$ cat src/rtl/core/bhrul_pkg.sv
package bhrul_pkg;

    localparam int CYCLE_W   = 16;
    localparam int CAP_W     = 16;
    localparam int TEMP_W    = 12;
    localparam int SOC_W     = 14;
    localparam int SOH_W     = 16;
    localparam int THR_W     = 14;
    localparam int RUL_W     = 11;
    localparam int PROD_W    = 30;
    localparam int CFG_IDX_W = 3;
    localparam int CFG_DAT_W = 16;
    localparam int STEP_W    = 5;

    localparam logic [CFG_IDX_W-1:0] REG_WARNING_TEMP   = 3'd0;
    localparam logic [CFG_IDX_W-1:0] REG_CRITICAL_TEMP  = 3'd1;
    localparam logic [CFG_IDX_W-1:0] REG_RESTRICTED_SOH = 3'd2;
    localparam logic [CFG_IDX_W-1:0] REG_CRITICAL_SOH   = 3'd3;

    localparam logic signed [TEMP_W-1:0] WARNING_TEMP_RST  = 12'sd450;
    localparam logic signed [TEMP_W-1:0] CRITICAL_TEMP_RST = 12'sd600;
    localparam logic [THR_W-1:0]         RESTRICTED_RST    = 14'd8000;
    localparam logic [THR_W-1:0]         CRITICAL_RST      = 14'd6500;

    localparam logic [THR_W-1:0]  SOH_SCALE       = 14'd10000;
    localparam logic [SOH_W-1:0]  SOH_FULL        = 16'd10000;
    localparam logic [SOH_W-1:0]  SOH_POOR        = 16'd7000;
    localparam logic [SOH_W-1:0]  SOH_SAT         = 16'hFFFF;
    localparam logic [SOH_W-1:0]  MIN_DEGRADATION = 16'd50;
    localparam logic [RUL_W-1:0]  RUL_CAP         = 11'd1000;
    localparam logic [RUL_W-1:0]  RUL_NONE        = 11'h7FF;
    localparam logic [RUL_W-1:0]  RUL_ZERO        = 11'd0;

    localparam logic [STEP_W-1:0] SOH_QBITS = 5'd16;
    localparam logic [STEP_W-1:0] RUL_QBITS = 5'd10;

    localparam logic [1:0] THERM_COLD     = 2'd0;
    localparam logic [1:0] THERM_NORMAL   = 2'd1;
    localparam logic [1:0] THERM_WARNING  = 2'd2;
    localparam logic [1:0] THERM_CRITICAL = 2'd3;

    localparam logic [1:0] HEALTH_GOOD     = 2'd0;
    localparam logic [1:0] HEALTH_DEGRADED = 2'd1;
    localparam logic [1:0] HEALTH_POOR     = 2'd2;
    localparam logic [1:0] HEALTH_CRITICAL = 2'd3;

    typedef logic [CYCLE_W+SOH_W-1:0] window_entry_t;

endpackage

$ cat src/rtl/core/battery_health_rul_evaluator_top.sv
// channel   direction  handshake               payload
// in        input      in_valid / in_stall     cycle_number, capacity, avg_temp, soc_estimate
// out       output     out_valid / out_stall   cycle_echo .. health_grade
// cfg       input      cfg_valid / cfg_ready   cfg_index, cfg_data
//
// a result appears when its item is done, and in_stall falls with it; both quotients come from the
// shared radix-2 divider, 16 steps for state of health and 10 for life
// reset clears the registers, the rated capacity latch and the window pointers
// in_stall is high while an item is at work; a waiting result does not block the next item
// a finished item waits for out_stall to fall only if the previous result is still held
module battery_health_rul_evaluator_top #(
    parameter int WINDOW_DEPTH = 50
) (
    input  logic                                  clk,
    input  logic                                  rst_n,
    input  logic                                  in_valid,
    output logic                                  in_stall,
    input  logic [bhrul_pkg::CYCLE_W-1:0]         cycle_number,
    input  logic [bhrul_pkg::CAP_W-1:0]           capacity,
    input  logic signed [bhrul_pkg::TEMP_W-1:0]   avg_temp,
    input  logic [bhrul_pkg::SOC_W-1:0]           soc_estimate,
    output logic                                  out_valid,
    input  logic                                  out_stall,
    output logic [bhrul_pkg::CYCLE_W-1:0]         cycle_echo,
    output logic [bhrul_pkg::SOH_W-1:0]           soh_hundredths,
    output logic [bhrul_pkg::SOC_W-1:0]           soc_out,
    output logic [1:0]                            thermal_state,
    output logic                                  power_restricted,
    output logic                                  soh_critical,
    output logic signed [bhrul_pkg::RUL_W-1:0]    rul_cycles,
    output logic [1:0]                            health_grade,
    input  logic                                  cfg_valid,
    output logic                                  cfg_ready,
    input  logic [bhrul_pkg::CFG_IDX_W-1:0]       cfg_index,
    input  logic [bhrul_pkg::CFG_DAT_W-1:0]       cfg_data
);

    localparam int AW = (WINDOW_DEPTH > 1) ? $clog2(WINDOW_DEPTH) : 1;
    localparam int CW = $clog2(WINDOW_DEPTH + 1);
    localparam logic [AW-1:0] LAST_ADDR = AW'(WINDOW_DEPTH - 1);
    localparam logic [CW-1:0] DEPTH_CNT = CW'(WINDOW_DEPTH);
    localparam logic [CW-1:0] TWO_CNT   = CW'(2);

    typedef enum logic [2:0] {
        ST_IDLE,
        ST_MUL,
        ST_CHK,
        ST_DIV,
        ST_POST,
        ST_FIN
    } state_t;

    bhrul_pkg::window_entry_t window_mem [WINDOW_DEPTH];

    state_t state_reg, state_next;
    logic   phase_reg, phase_next;

    logic signed [bhrul_pkg::TEMP_W-1:0] warn_reg, warn_next;
    logic signed [bhrul_pkg::TEMP_W-1:0] hot_reg, hot_next;
    logic [bhrul_pkg::THR_W-1:0]         restr_reg, restr_next;
    logic [bhrul_pkg::THR_W-1:0]         crit_reg, crit_next;

    logic [bhrul_pkg::CAP_W-1:0] rated_reg, rated_next;
    logic                        latched_reg, latched_next;
    logic [AW-1:0]               head_reg, head_next;
    logic [CW-1:0]               count_reg, count_next;

    logic [bhrul_pkg::CYCLE_W-1:0]       cyc_reg, cyc_next;
    logic [bhrul_pkg::CAP_W-1:0]         cap_reg, cap_next;
    logic signed [bhrul_pkg::TEMP_W-1:0] temp_reg, temp_next;
    logic [bhrul_pkg::SOC_W-1:0]         soc_reg, soc_next;

    logic [bhrul_pkg::PROD_W-1:0] prod_reg, prod_next;
    logic [15:0]                  rem_reg, rem_next;
    logic [bhrul_pkg::PROD_W-1:0] num_reg, num_next;
    logic [15:0]                  q_reg, q_next;
    logic [15:0]                  dvsr_reg, dvsr_next;
    logic [bhrul_pkg::STEP_W-1:0] step_reg, step_next;

    logic [bhrul_pkg::SOH_W-1:0]   soh_reg, soh_next;
    logic [1:0]                    therm_reg, therm_next;
    logic                          restr_flag_reg, restr_flag_next;
    logic                          crit_flag_reg, crit_flag_next;
    logic [1:0]                    health_reg, health_next;
    logic [bhrul_pkg::THR_W-1:0]   margin_reg, margin_next;
    logic [bhrul_pkg::CYCLE_W-1:0] cspan_reg, cspan_next;
    logic [bhrul_pkg::SOH_W-1:0]   sspan_reg, sspan_next;
    logic [bhrul_pkg::RUL_W-1:0]   rul_reg, rul_next;

    logic                                out_valid_reg, out_valid_next;
    logic [bhrul_pkg::CYCLE_W-1:0]       o_cyc_reg, o_cyc_next;
    logic [bhrul_pkg::SOH_W-1:0]         o_soh_reg, o_soh_next;
    logic [bhrul_pkg::SOC_W-1:0]         o_soc_reg, o_soc_next;
    logic [1:0]                          o_therm_reg, o_therm_next;
    logic                                o_restr_reg, o_restr_next;
    logic                                o_crit_reg, o_crit_next;
    logic [bhrul_pkg::RUL_W-1:0]         o_rul_reg, o_rul_next;
    logic [1:0]                          o_health_reg, o_health_next;

    bhrul_pkg::window_entry_t rd_data_reg;
    logic                     rd_en;
    logic [AW-1:0]            rd_addr;
    logic                     wr_en;
    bhrul_pkg::window_entry_t wr_data;

    logic [AW-1:0] head_inc;
    logic [CW-1:0] count_inc;

    logic [15:0]                  mul_a;
    logic [bhrul_pkg::THR_W-1:0]  mul_b;
    logic [bhrul_pkg::PROD_W-1:0] mul_p;

    logic [16:0] trial;
    logic        trial_ge;
    logic [15:0] q_step;

    logic [bhrul_pkg::CYCLE_W-1:0] old_cycle;
    logic [bhrul_pkg::SOH_W-1:0]   old_soh;
    logic [16:0]                   cspan_w;
    logic [16:0]                   sspan_w;
    logic [16:0]                   margin_w;
    logic                          rul_ok;
    logic [1:0]                    therm_w;
    logic                          restr_w;
    logic                          crit_w;

    assign head_inc  = (head_reg == LAST_ADDR) ? '0 : head_reg + AW'(1);
    assign count_inc = (count_reg < DEPTH_CNT) ? count_reg + CW'(1) : count_reg;

    // shared multiplier
    assign mul_a = phase_reg ? cspan_reg : cap_reg;
    assign mul_b = phase_reg ? margin_reg : bhrul_pkg::SOH_SCALE;
    assign mul_p = bhrul_pkg::PROD_W'(mul_a) * bhrul_pkg::PROD_W'(mul_b);

    // one restoring division step
    assign trial    = {rem_reg, num_reg[bhrul_pkg::PROD_W-1]};
    assign trial_ge = trial >= {1'b0, dvsr_reg};
    assign q_step   = {q_reg[14:0], trial_ge};

    assign old_cycle = rd_data_reg[bhrul_pkg::CYCLE_W+bhrul_pkg::SOH_W-1:bhrul_pkg::SOH_W];
    assign old_soh   = rd_data_reg[bhrul_pkg::SOH_W-1:0];
    assign cspan_w   = {1'b0, cyc_reg} - {1'b0, old_cycle};
    assign sspan_w   = {1'b0, old_soh} - {1'b0, q_reg};
    assign margin_w  = {1'b0, q_reg} - {3'b0, restr_reg};
    assign rul_ok    = (count_inc >= TWO_CNT) && (q_reg < bhrul_pkg::SOH_FULL)
                       && !cspan_w[16] && (cspan_w != '0)
                       && !sspan_w[16] && (sspan_w[15:0] > bhrul_pkg::MIN_DEGRADATION);

    always_comb
    begin
        if (temp_reg < 0)
            therm_w = bhrul_pkg::THERM_COLD;
        else if (temp_reg <= warn_reg)
            therm_w = bhrul_pkg::THERM_NORMAL;
        else if (temp_reg <= hot_reg)
            therm_w = bhrul_pkg::THERM_WARNING;
        else
            therm_w = bhrul_pkg::THERM_CRITICAL;
    end

    assign restr_w = q_reg < {2'b0, restr_reg};
    assign crit_w  = q_reg < {2'b0, crit_reg};

    always_comb
    begin
        state_next      = state_reg;
        phase_next      = phase_reg;
        warn_next       = warn_reg;
        hot_next        = hot_reg;
        restr_next      = restr_reg;
        crit_next       = crit_reg;
        rated_next      = rated_reg;
        latched_next    = latched_reg;
        head_next       = head_reg;
        count_next      = count_reg;
        cyc_next        = cyc_reg;
        cap_next        = cap_reg;
        temp_next       = temp_reg;
        soc_next        = soc_reg;
        prod_next       = prod_reg;
        rem_next        = rem_reg;
        num_next        = num_reg;
        q_next          = q_reg;
        dvsr_next       = dvsr_reg;
        step_next       = step_reg;
        soh_next        = soh_reg;
        therm_next      = therm_reg;
        restr_flag_next = restr_flag_reg;
        crit_flag_next  = crit_flag_reg;
        health_next     = health_reg;
        margin_next     = margin_reg;
        cspan_next      = cspan_reg;
        sspan_next      = sspan_reg;
        rul_next        = rul_reg;
        out_valid_next  = out_valid_reg;
        o_cyc_next      = o_cyc_reg;
        o_soh_next      = o_soh_reg;
        o_soc_next      = o_soc_reg;
        o_therm_next    = o_therm_reg;
        o_restr_next    = o_restr_reg;
        o_crit_next     = o_crit_reg;
        o_rul_next      = o_rul_reg;
        o_health_next   = o_health_reg;
        rd_en           = 1'b0;
        rd_addr         = (count_inc < DEPTH_CNT) ? '0 : head_inc;
        wr_en           = 1'b0;
        wr_data         = {cyc_reg, q_reg};

        if (cfg_valid)
        begin
            unique case (cfg_index)
                bhrul_pkg::REG_WARNING_TEMP:
                    warn_next = signed'(cfg_data[bhrul_pkg::TEMP_W-1:0]);
                bhrul_pkg::REG_CRITICAL_TEMP:
                    hot_next = signed'(cfg_data[bhrul_pkg::TEMP_W-1:0]);
                bhrul_pkg::REG_RESTRICTED_SOH:
                    restr_next = cfg_data[bhrul_pkg::THR_W-1:0];
                bhrul_pkg::REG_CRITICAL_SOH:
                    crit_next = cfg_data[bhrul_pkg::THR_W-1:0];
                default:
                    ;
            endcase
        end

        if (out_valid_reg && !out_stall)
            out_valid_next = 1'b0;

        unique case (state_reg)
            ST_IDLE:
            begin
                if (in_valid)
                begin
                    cyc_next   = cycle_number;
                    cap_next   = capacity;
                    temp_next  = avg_temp;
                    soc_next   = soc_estimate;
                    phase_next = 1'b0;
                    if (!latched_reg)
                    begin
                        rated_next   = capacity;
                        latched_next = 1'b1;
                    end
                    rd_en      = 1'b1;
                    state_next = ST_MUL;
                end
            end
            ST_MUL:
            begin
                prod_next  = mul_p;
                state_next = ST_CHK;
            end
            ST_CHK:
            begin
                q_next = '0;
                if (!phase_reg)
                begin
                    dvsr_next = rated_reg;
                    step_next = bhrul_pkg::SOH_QBITS;
                    rem_next  = {2'b0, prod_reg[29:16]};
                    num_next  = {prod_reg[15:0], 14'b0};
                    if (rated_reg == '0 || {2'b0, prod_reg} >= {rated_reg, 16'b0})
                    begin
                        q_next     = bhrul_pkg::SOH_SAT;
                        state_next = ST_POST;
                    end
                    else
                        state_next = ST_DIV;
                end
                else
                begin
                    dvsr_next = sspan_reg;
                    step_next = bhrul_pkg::RUL_QBITS;
                    rem_next  = prod_reg[25:10];
                    num_next  = {prod_reg[9:0], 20'b0};
                    if (prod_reg >= {4'b0, sspan_reg, 10'b0})
                    begin
                        rul_next   = bhrul_pkg::RUL_CAP;
                        state_next = ST_FIN;
                    end
                    else
                        state_next = ST_DIV;
                end
            end
            ST_DIV:
            begin
                rem_next  = trial_ge ? 16'(trial - {1'b0, dvsr_reg}) : trial[15:0];
                num_next  = {num_reg[bhrul_pkg::PROD_W-2:0], 1'b0};
                q_next    = q_step;
                step_next = step_reg - bhrul_pkg::STEP_W'(1);
                if (step_reg == bhrul_pkg::STEP_W'(1))
                begin
                    if (!phase_reg)
                        state_next = ST_POST;
                    else
                    begin
                        rul_next   = (q_step[10:0] > bhrul_pkg::RUL_CAP)
                                     ? bhrul_pkg::RUL_CAP : q_step[10:0];
                        state_next = ST_FIN;
                    end
                end
            end
            ST_POST:
            begin
                soh_next        = q_reg;
                therm_next      = therm_w;
                restr_flag_next = restr_w;
                crit_flag_next  = crit_w;
                if (crit_w || therm_w == bhrul_pkg::THERM_CRITICAL)
                    health_next = bhrul_pkg::HEALTH_CRITICAL;
                else if (q_reg < bhrul_pkg::SOH_POOR || therm_w == bhrul_pkg::THERM_WARNING)
                    health_next = bhrul_pkg::HEALTH_POOR;
                else if (restr_w)
                    health_next = bhrul_pkg::HEALTH_DEGRADED;
                else
                    health_next = bhrul_pkg::HEALTH_GOOD;

                wr_en      = 1'b1;
                head_next  = head_inc;
                count_next = count_inc;

                margin_next = margin_w[bhrul_pkg::THR_W-1:0];
                cspan_next  = cspan_w[15:0];
                sspan_next  = sspan_w[15:0];
                phase_next  = 1'b1;
                if (!rul_ok)
                begin
                    rul_next   = bhrul_pkg::RUL_NONE;
                    state_next = ST_FIN;
                end
                else if (margin_w[16] || margin_w == '0)
                begin
                    rul_next   = bhrul_pkg::RUL_ZERO;
                    state_next = ST_FIN;
                end
                else
                    state_next = ST_MUL;
            end
            ST_FIN:
            begin
                if (!out_valid_reg || !out_stall)
                begin
                    out_valid_next = 1'b1;
                    o_cyc_next     = cyc_reg;
                    o_soh_next     = soh_reg;
                    o_soc_next     = soc_reg;
                    o_therm_next   = therm_reg;
                    o_restr_next   = restr_flag_reg;
                    o_crit_next    = crit_flag_reg;
                    o_rul_next     = rul_reg;
                    o_health_next  = health_reg;
                    state_next     = ST_IDLE;
                end
            end
            default:
                state_next = ST_IDLE;
        endcase
    end

    // window store
    always_ff @(posedge clk)
    begin
        if (wr_en)
            window_mem[head_reg] <= wr_data;
        if (rd_en)
            rd_data_reg <= window_mem[rd_addr];
    end

    always_ff @(posedge clk or negedge rst_n)
    begin
        if (!rst_n)
        begin
            state_reg      <= ST_IDLE;
            phase_reg      <= 1'b0;
            warn_reg       <= bhrul_pkg::WARNING_TEMP_RST;
            hot_reg        <= bhrul_pkg::CRITICAL_TEMP_RST;
            restr_reg      <= bhrul_pkg::RESTRICTED_RST;
            crit_reg       <= bhrul_pkg::CRITICAL_RST;
            rated_reg      <= '0;
            latched_reg    <= 1'b0;
            head_reg       <= '0;
            count_reg      <= '0;
            cyc_reg        <= '0;
            cap_reg        <= '0;
            temp_reg       <= '0;
            soc_reg        <= '0;
            prod_reg       <= '0;
            rem_reg        <= '0;
            num_reg        <= '0;
            q_reg          <= '0;
            dvsr_reg       <= '0;
            step_reg       <= '0;
            soh_reg        <= '0;
            therm_reg      <= '0;
            restr_flag_reg <= 1'b0;
            crit_flag_reg  <= 1'b0;
            health_reg     <= '0;
            margin_reg     <= '0;
            cspan_reg      <= '0;
            sspan_reg      <= '0;
            rul_reg        <= '0;
            out_valid_reg  <= 1'b0;
            o_cyc_reg      <= '0;
            o_soh_reg      <= '0;
            o_soc_reg      <= '0;
            o_therm_reg    <= '0;
            o_restr_reg    <= 1'b0;
            o_crit_reg     <= 1'b0;
            o_rul_reg      <= '0;
            o_health_reg   <= '0;
        end
        else
        begin
            state_reg      <= state_next;
            phase_reg      <= phase_next;
            warn_reg       <= warn_next;
            hot_reg        <= hot_next;
            restr_reg      <= restr_next;
            crit_reg       <= crit_next;
            rated_reg      <= rated_next;
            latched_reg    <= latched_next;
            head_reg       <= head_next;
            count_reg      <= count_next;
            cyc_reg        <= cyc_next;
            cap_reg        <= cap_next;
            temp_reg       <= temp_next;
            soc_reg        <= soc_next;
            prod_reg       <= prod_next;
            rem_reg        <= rem_next;
            num_reg        <= num_next;
            q_reg          <= q_next;
            dvsr_reg       <= dvsr_next;
            step_reg       <= step_next;
            soh_reg        <= soh_next;
            therm_reg      <= therm_next;
            restr_flag_reg <= restr_flag_next;
            crit_flag_reg  <= crit_flag_next;
            health_reg     <= health_next;
            margin_reg     <= margin_next;
            cspan_reg      <= cspan_next;
            sspan_reg      <= sspan_next;
            rul_reg        <= rul_next;
            out_valid_reg  <= out_valid_next;
            o_cyc_reg      <= o_cyc_next;
            o_soh_reg      <= o_soh_next;
            o_soc_reg      <= o_soc_next;
            o_therm_reg    <= o_therm_next;
            o_restr_reg    <= o_restr_next;
            o_crit_reg     <= o_crit_next;
            o_rul_reg      <= o_rul_next;
            o_health_reg   <= o_health_next;
        end
    end

    assign in_stall         = (state_reg != ST_IDLE);
    assign cfg_ready        = 1'b1;
    assign out_valid        = out_valid_reg;
    assign cycle_echo       = o_cyc_reg;
    assign soh_hundredths   = o_soh_reg;
    assign soc_out          = o_soc_reg;
    assign thermal_state    = o_therm_reg;
    assign power_restricted = o_restr_reg;
    assign soh_critical     = o_crit_reg;
    assign rul_cycles       = signed'(o_rul_reg);
    assign health_grade     = o_health_reg;

endmodule
$ cat config.mk
export PLATFORM = sky130hd
export DESIGN_NAME = battery_health_rul_evaluator_top
export DESIGN_NICKNAME = d
export VERILOG_FILES = /design/src/rtl/core/bhrul_pkg.sv /design/src/rtl/core/battery_health_rul_evaluator_top.sv
export SDC_FILE = /design/constraint.sdc
export NUM_CORES = 2
export LEC_CHECK = 0
export ABC_AREA = 0
export BUFFER_PORTS_ARGS = -buffer_cell sky130_fd_sc_hd__buf_2
export CAP_MARGIN = 20
export CORE_MARGIN = 5
export CORE_UTILIZATION = 40
export CTS_CLUSTER_DIAMETER = 120
export DETAILED_ROUTE_END_ITERATION = 12
export PLACE_DENSITY = 0.54
export SLEW_MARGIN = 5
export SYNTH_ARGS = -nofsm -noshare
export SYNTH_HDL_FRONTEND = slang
export SYNTH_SLANG_ARGS = --single-unit
export TNS_END_PERCENT = 50
$ cat constraint.sdc
create_clock -name clk -period 8.7 [get_ports clk]
set_input_delay 0.87 -clock clk [delete_from_list [all_inputs] [get_ports clk]]
set_output_delay 0.87 -clock clk [all_outputs]
set_load 0.05 [all_outputs]
==> out/metrics.yaml <==
status: "finished clean"
rows: 174
numCtsBuffers: 205
drc: 0
required_ps: 9490
tightest_slew_ps: 1140
place_hpwl_um: 164000
finalSetupTns_ps: 0
yosys_warnings: 0
ys_async_sr_fraction: 0.191
ioPinCount: 148
syn_nets: 7395
core_um2: 224000
die_y_um: 484
rsz0062_at_grt: "false"
start_util: 0.401
ys_types: 87
synth.cell_area_um2: 89900
period_share: 0.872
path_max_fanout: 81
fp.dieArea_um2: 234000
mostFrequentLayoutCells: "1632 x edfxtp_1, 972 x nand2_1, 345 x inv_1"
period_minus_slack_ps: 7590
grtUsageTotal: 0.230
layout_commonest_cell: "edfxtp_1"
grt_pass1_vias: 58589
yosysTopAreaCell: "edfxtp_1"
synth_edf_count: 1632
timing.final.ws_setup_ps: 1110
io_buffers: 144
min_path_type: "in2async"
cts.htree.levels: 4
p_leak_uw: 0.0370
cts_tree: "done"
vias: 59174
ys_seq_area_frac: 0.653
vias_per_cell: 5.82
ys_ff_latch: 2017
area_delta_synth_final_pct: 12.5
clkSinkCount: 2017
path_clk_slew_ps: 60
wl_per_cell_um: 27.2
chipWidth_um: 484
yosys.area.top_type_share: 0.545
cts.path.max_buffers: 3
drt-initial-drc-count: 6406
netlist_top_cells_area: "edfxtp_1 55%, dfrtp_1 10%, nand2_1 4.1%, fa_1 3.8%, ha_1 3.2%"
synth-main-ff-cell: "edfxtp_1"
gp_congestion: 0.841
cts_resized: 0
dp_slack_ps: 1090
syn_inst: 6916
dr.pass1.iters: 8
fmax_mhz: 132
cts_hold_buf: 0
antenna_found_initial: 14
cp-end-kind: "flip-flop"
grt_overflow: 0
grt_max_degree: 155
final_net_count: 7477
grt_pass1_wl_um: 405000
hold_viol: 0
post_synth.cell_area_avg_um2: 13.0
drive_gt1_frac: 0.125
p_per_area_nw_per_um2: 379
fillers: 20245
peakVddDrop_mv: 0.507
maxCapViolations: 0
setup_violations: 0
crit_type: "reg2reg"
clock_latency_ps: 850
cp.arrival_ps: 8370
largest_register_ffs: 1600
start_kind: "flip-flop"
ant_nets: 0
drv_slew: 0
root_buffer: "clkbuf_16"
routed_wl_um: 276000
finClkSkew_ps: 24.8
max_slew_margin: 0.239
postCtsSetupRepairBufs: 0
==> final timing paths <==
path                                             start  depth (start not counted)  slack, ps                  endpoint
worst max-delay path             phase_reg$_DFFE_PN0P_                         21       1110  prod_reg[27]$_DFFE_PN0P_
worst min-delay path                             rst_n                          1         80  temp_reg[10]$_DFFE_PN0P_
worst max register to register   phase_reg$_DFFE_PN0P_                         21       1110  prod_reg[27]$_DFFE_PN0P_
worst min register to register  soc_reg[4]$_DFFE_PN0P_                          2        470    soc_reg[4]$_DFFE_PN0P_
max in group asynchronous                        rst_n                          3       6720    cap_reg[5]$_DFFE_PN0P_
min in group clk                          avg_temp[10]                          3        230  temp_reg[10]$_DFFE_PN0P_
==> critical path, stage by stage, from the launching register on <==
cell	delay (ps)
dfrtp_4	900
and2_1	810
a21oi_1	210
fa_1	580
inv_1	60
fa_1	550
fa_1	460
fa_1	460
fa_1	490
inv_1	50
fa_1	470
inv_1	40
ha_1	350
nand4_1	130
nor2_1	230
nand4_1	200
a31oi_1	320
o21ai_0	160
a31oi_1	370
a31oi_1	170
nor4b_1	320
a211o_1	140
==> cells in the mapped netlist (all sizes together) (64+ instances only) <==
| cell type | count |
|---|---|
| a21oi | 200 |
| dfrtp | 365 |
| nand3 | 328 |
| clkbuf | 336 |
| edfxtp | 1632 |
| buf | 96 |
| o221ai | 207 |
| ha | 228 |
| and3 | 77 |
| inv | 346 |
| nand4 | 81 |
| o21ai | 271 |
| o211ai | 78 |
| a21o | 73 |
| a31oi | 111 |
| o22a | 64 |
| fa | 169 |
| mux2 | 100 |
| nand2 | 984 |
| nor2 | 239 |
| mux2i | 88 |
| o22ai | 233 |
==> kinds of logic after synthesis <==
kind of cell	share of synthesized area
adder cells (fa/ha/maj)	0.0694
AO/OA/AOI/OAI	0.121
multiplexers	0.0227
flip-flops	0.653
buffers and inverters	0.0331
XOR/XNOR	0.00653
other	0.0000417
AND/OR/NAND/NOR	0.0951
==> final cells by class <==
type / count / area, um2 / share of cell area
flip-flops and latches: 2017 / 58700 / 0.581
inverters: 346 / 1300 / 0.0129
diodes: 4 / 10.0 / 0.0000990
clock buffers: 278 / 5620 / 0.0556
repair buffers: 307 / 2060 / 0.0204
well taps: 2992 / 3740 / 0.0370
multi-input cells: 4121 / 28800 / 0.285
clock inverters: 96 / 823 / 0.00814
==> per-stage QoR <==
stage	instances	total power [uW]	instance area [um2]	hold WS (ps)	util
2_1_floorplan	6916	24600	89900	435	-
3_3_place_gp	9779	29800	94600	452	0.422
3_5_place_dp	9782	30000	94600	459	0.422
4_1_cts	10156	38600	101000	84.5	0.451
5_1_grt	10158	40800	101000	124	0.451
6_report	10161	38400	101000	81.2	0.451
==> routing by layer <==
layer / global-route usage / up-vias / share of wire
met5: 0 / - / 0.000098
met2: 0.367 / 2223 / 0.46
li1: - / 26188 / -
met4: 0.0700 / 4 / 0.031
met1: 0.326 / 30391 / 0.43
met3: 0.0370 / 368 / 0.072
==> power breakdown <==
group          total, uW  leakage [uW]  internal, uW  switching [uW]
Clock               8540       0.00315          4810            3720
Combinational      16300        0.0143          5790           10500
Sequential         13500        0.0195         12400            1070
Total              38400        0.0370         23000           15300
Note: power is estimated with default switching activity, not from simulation.
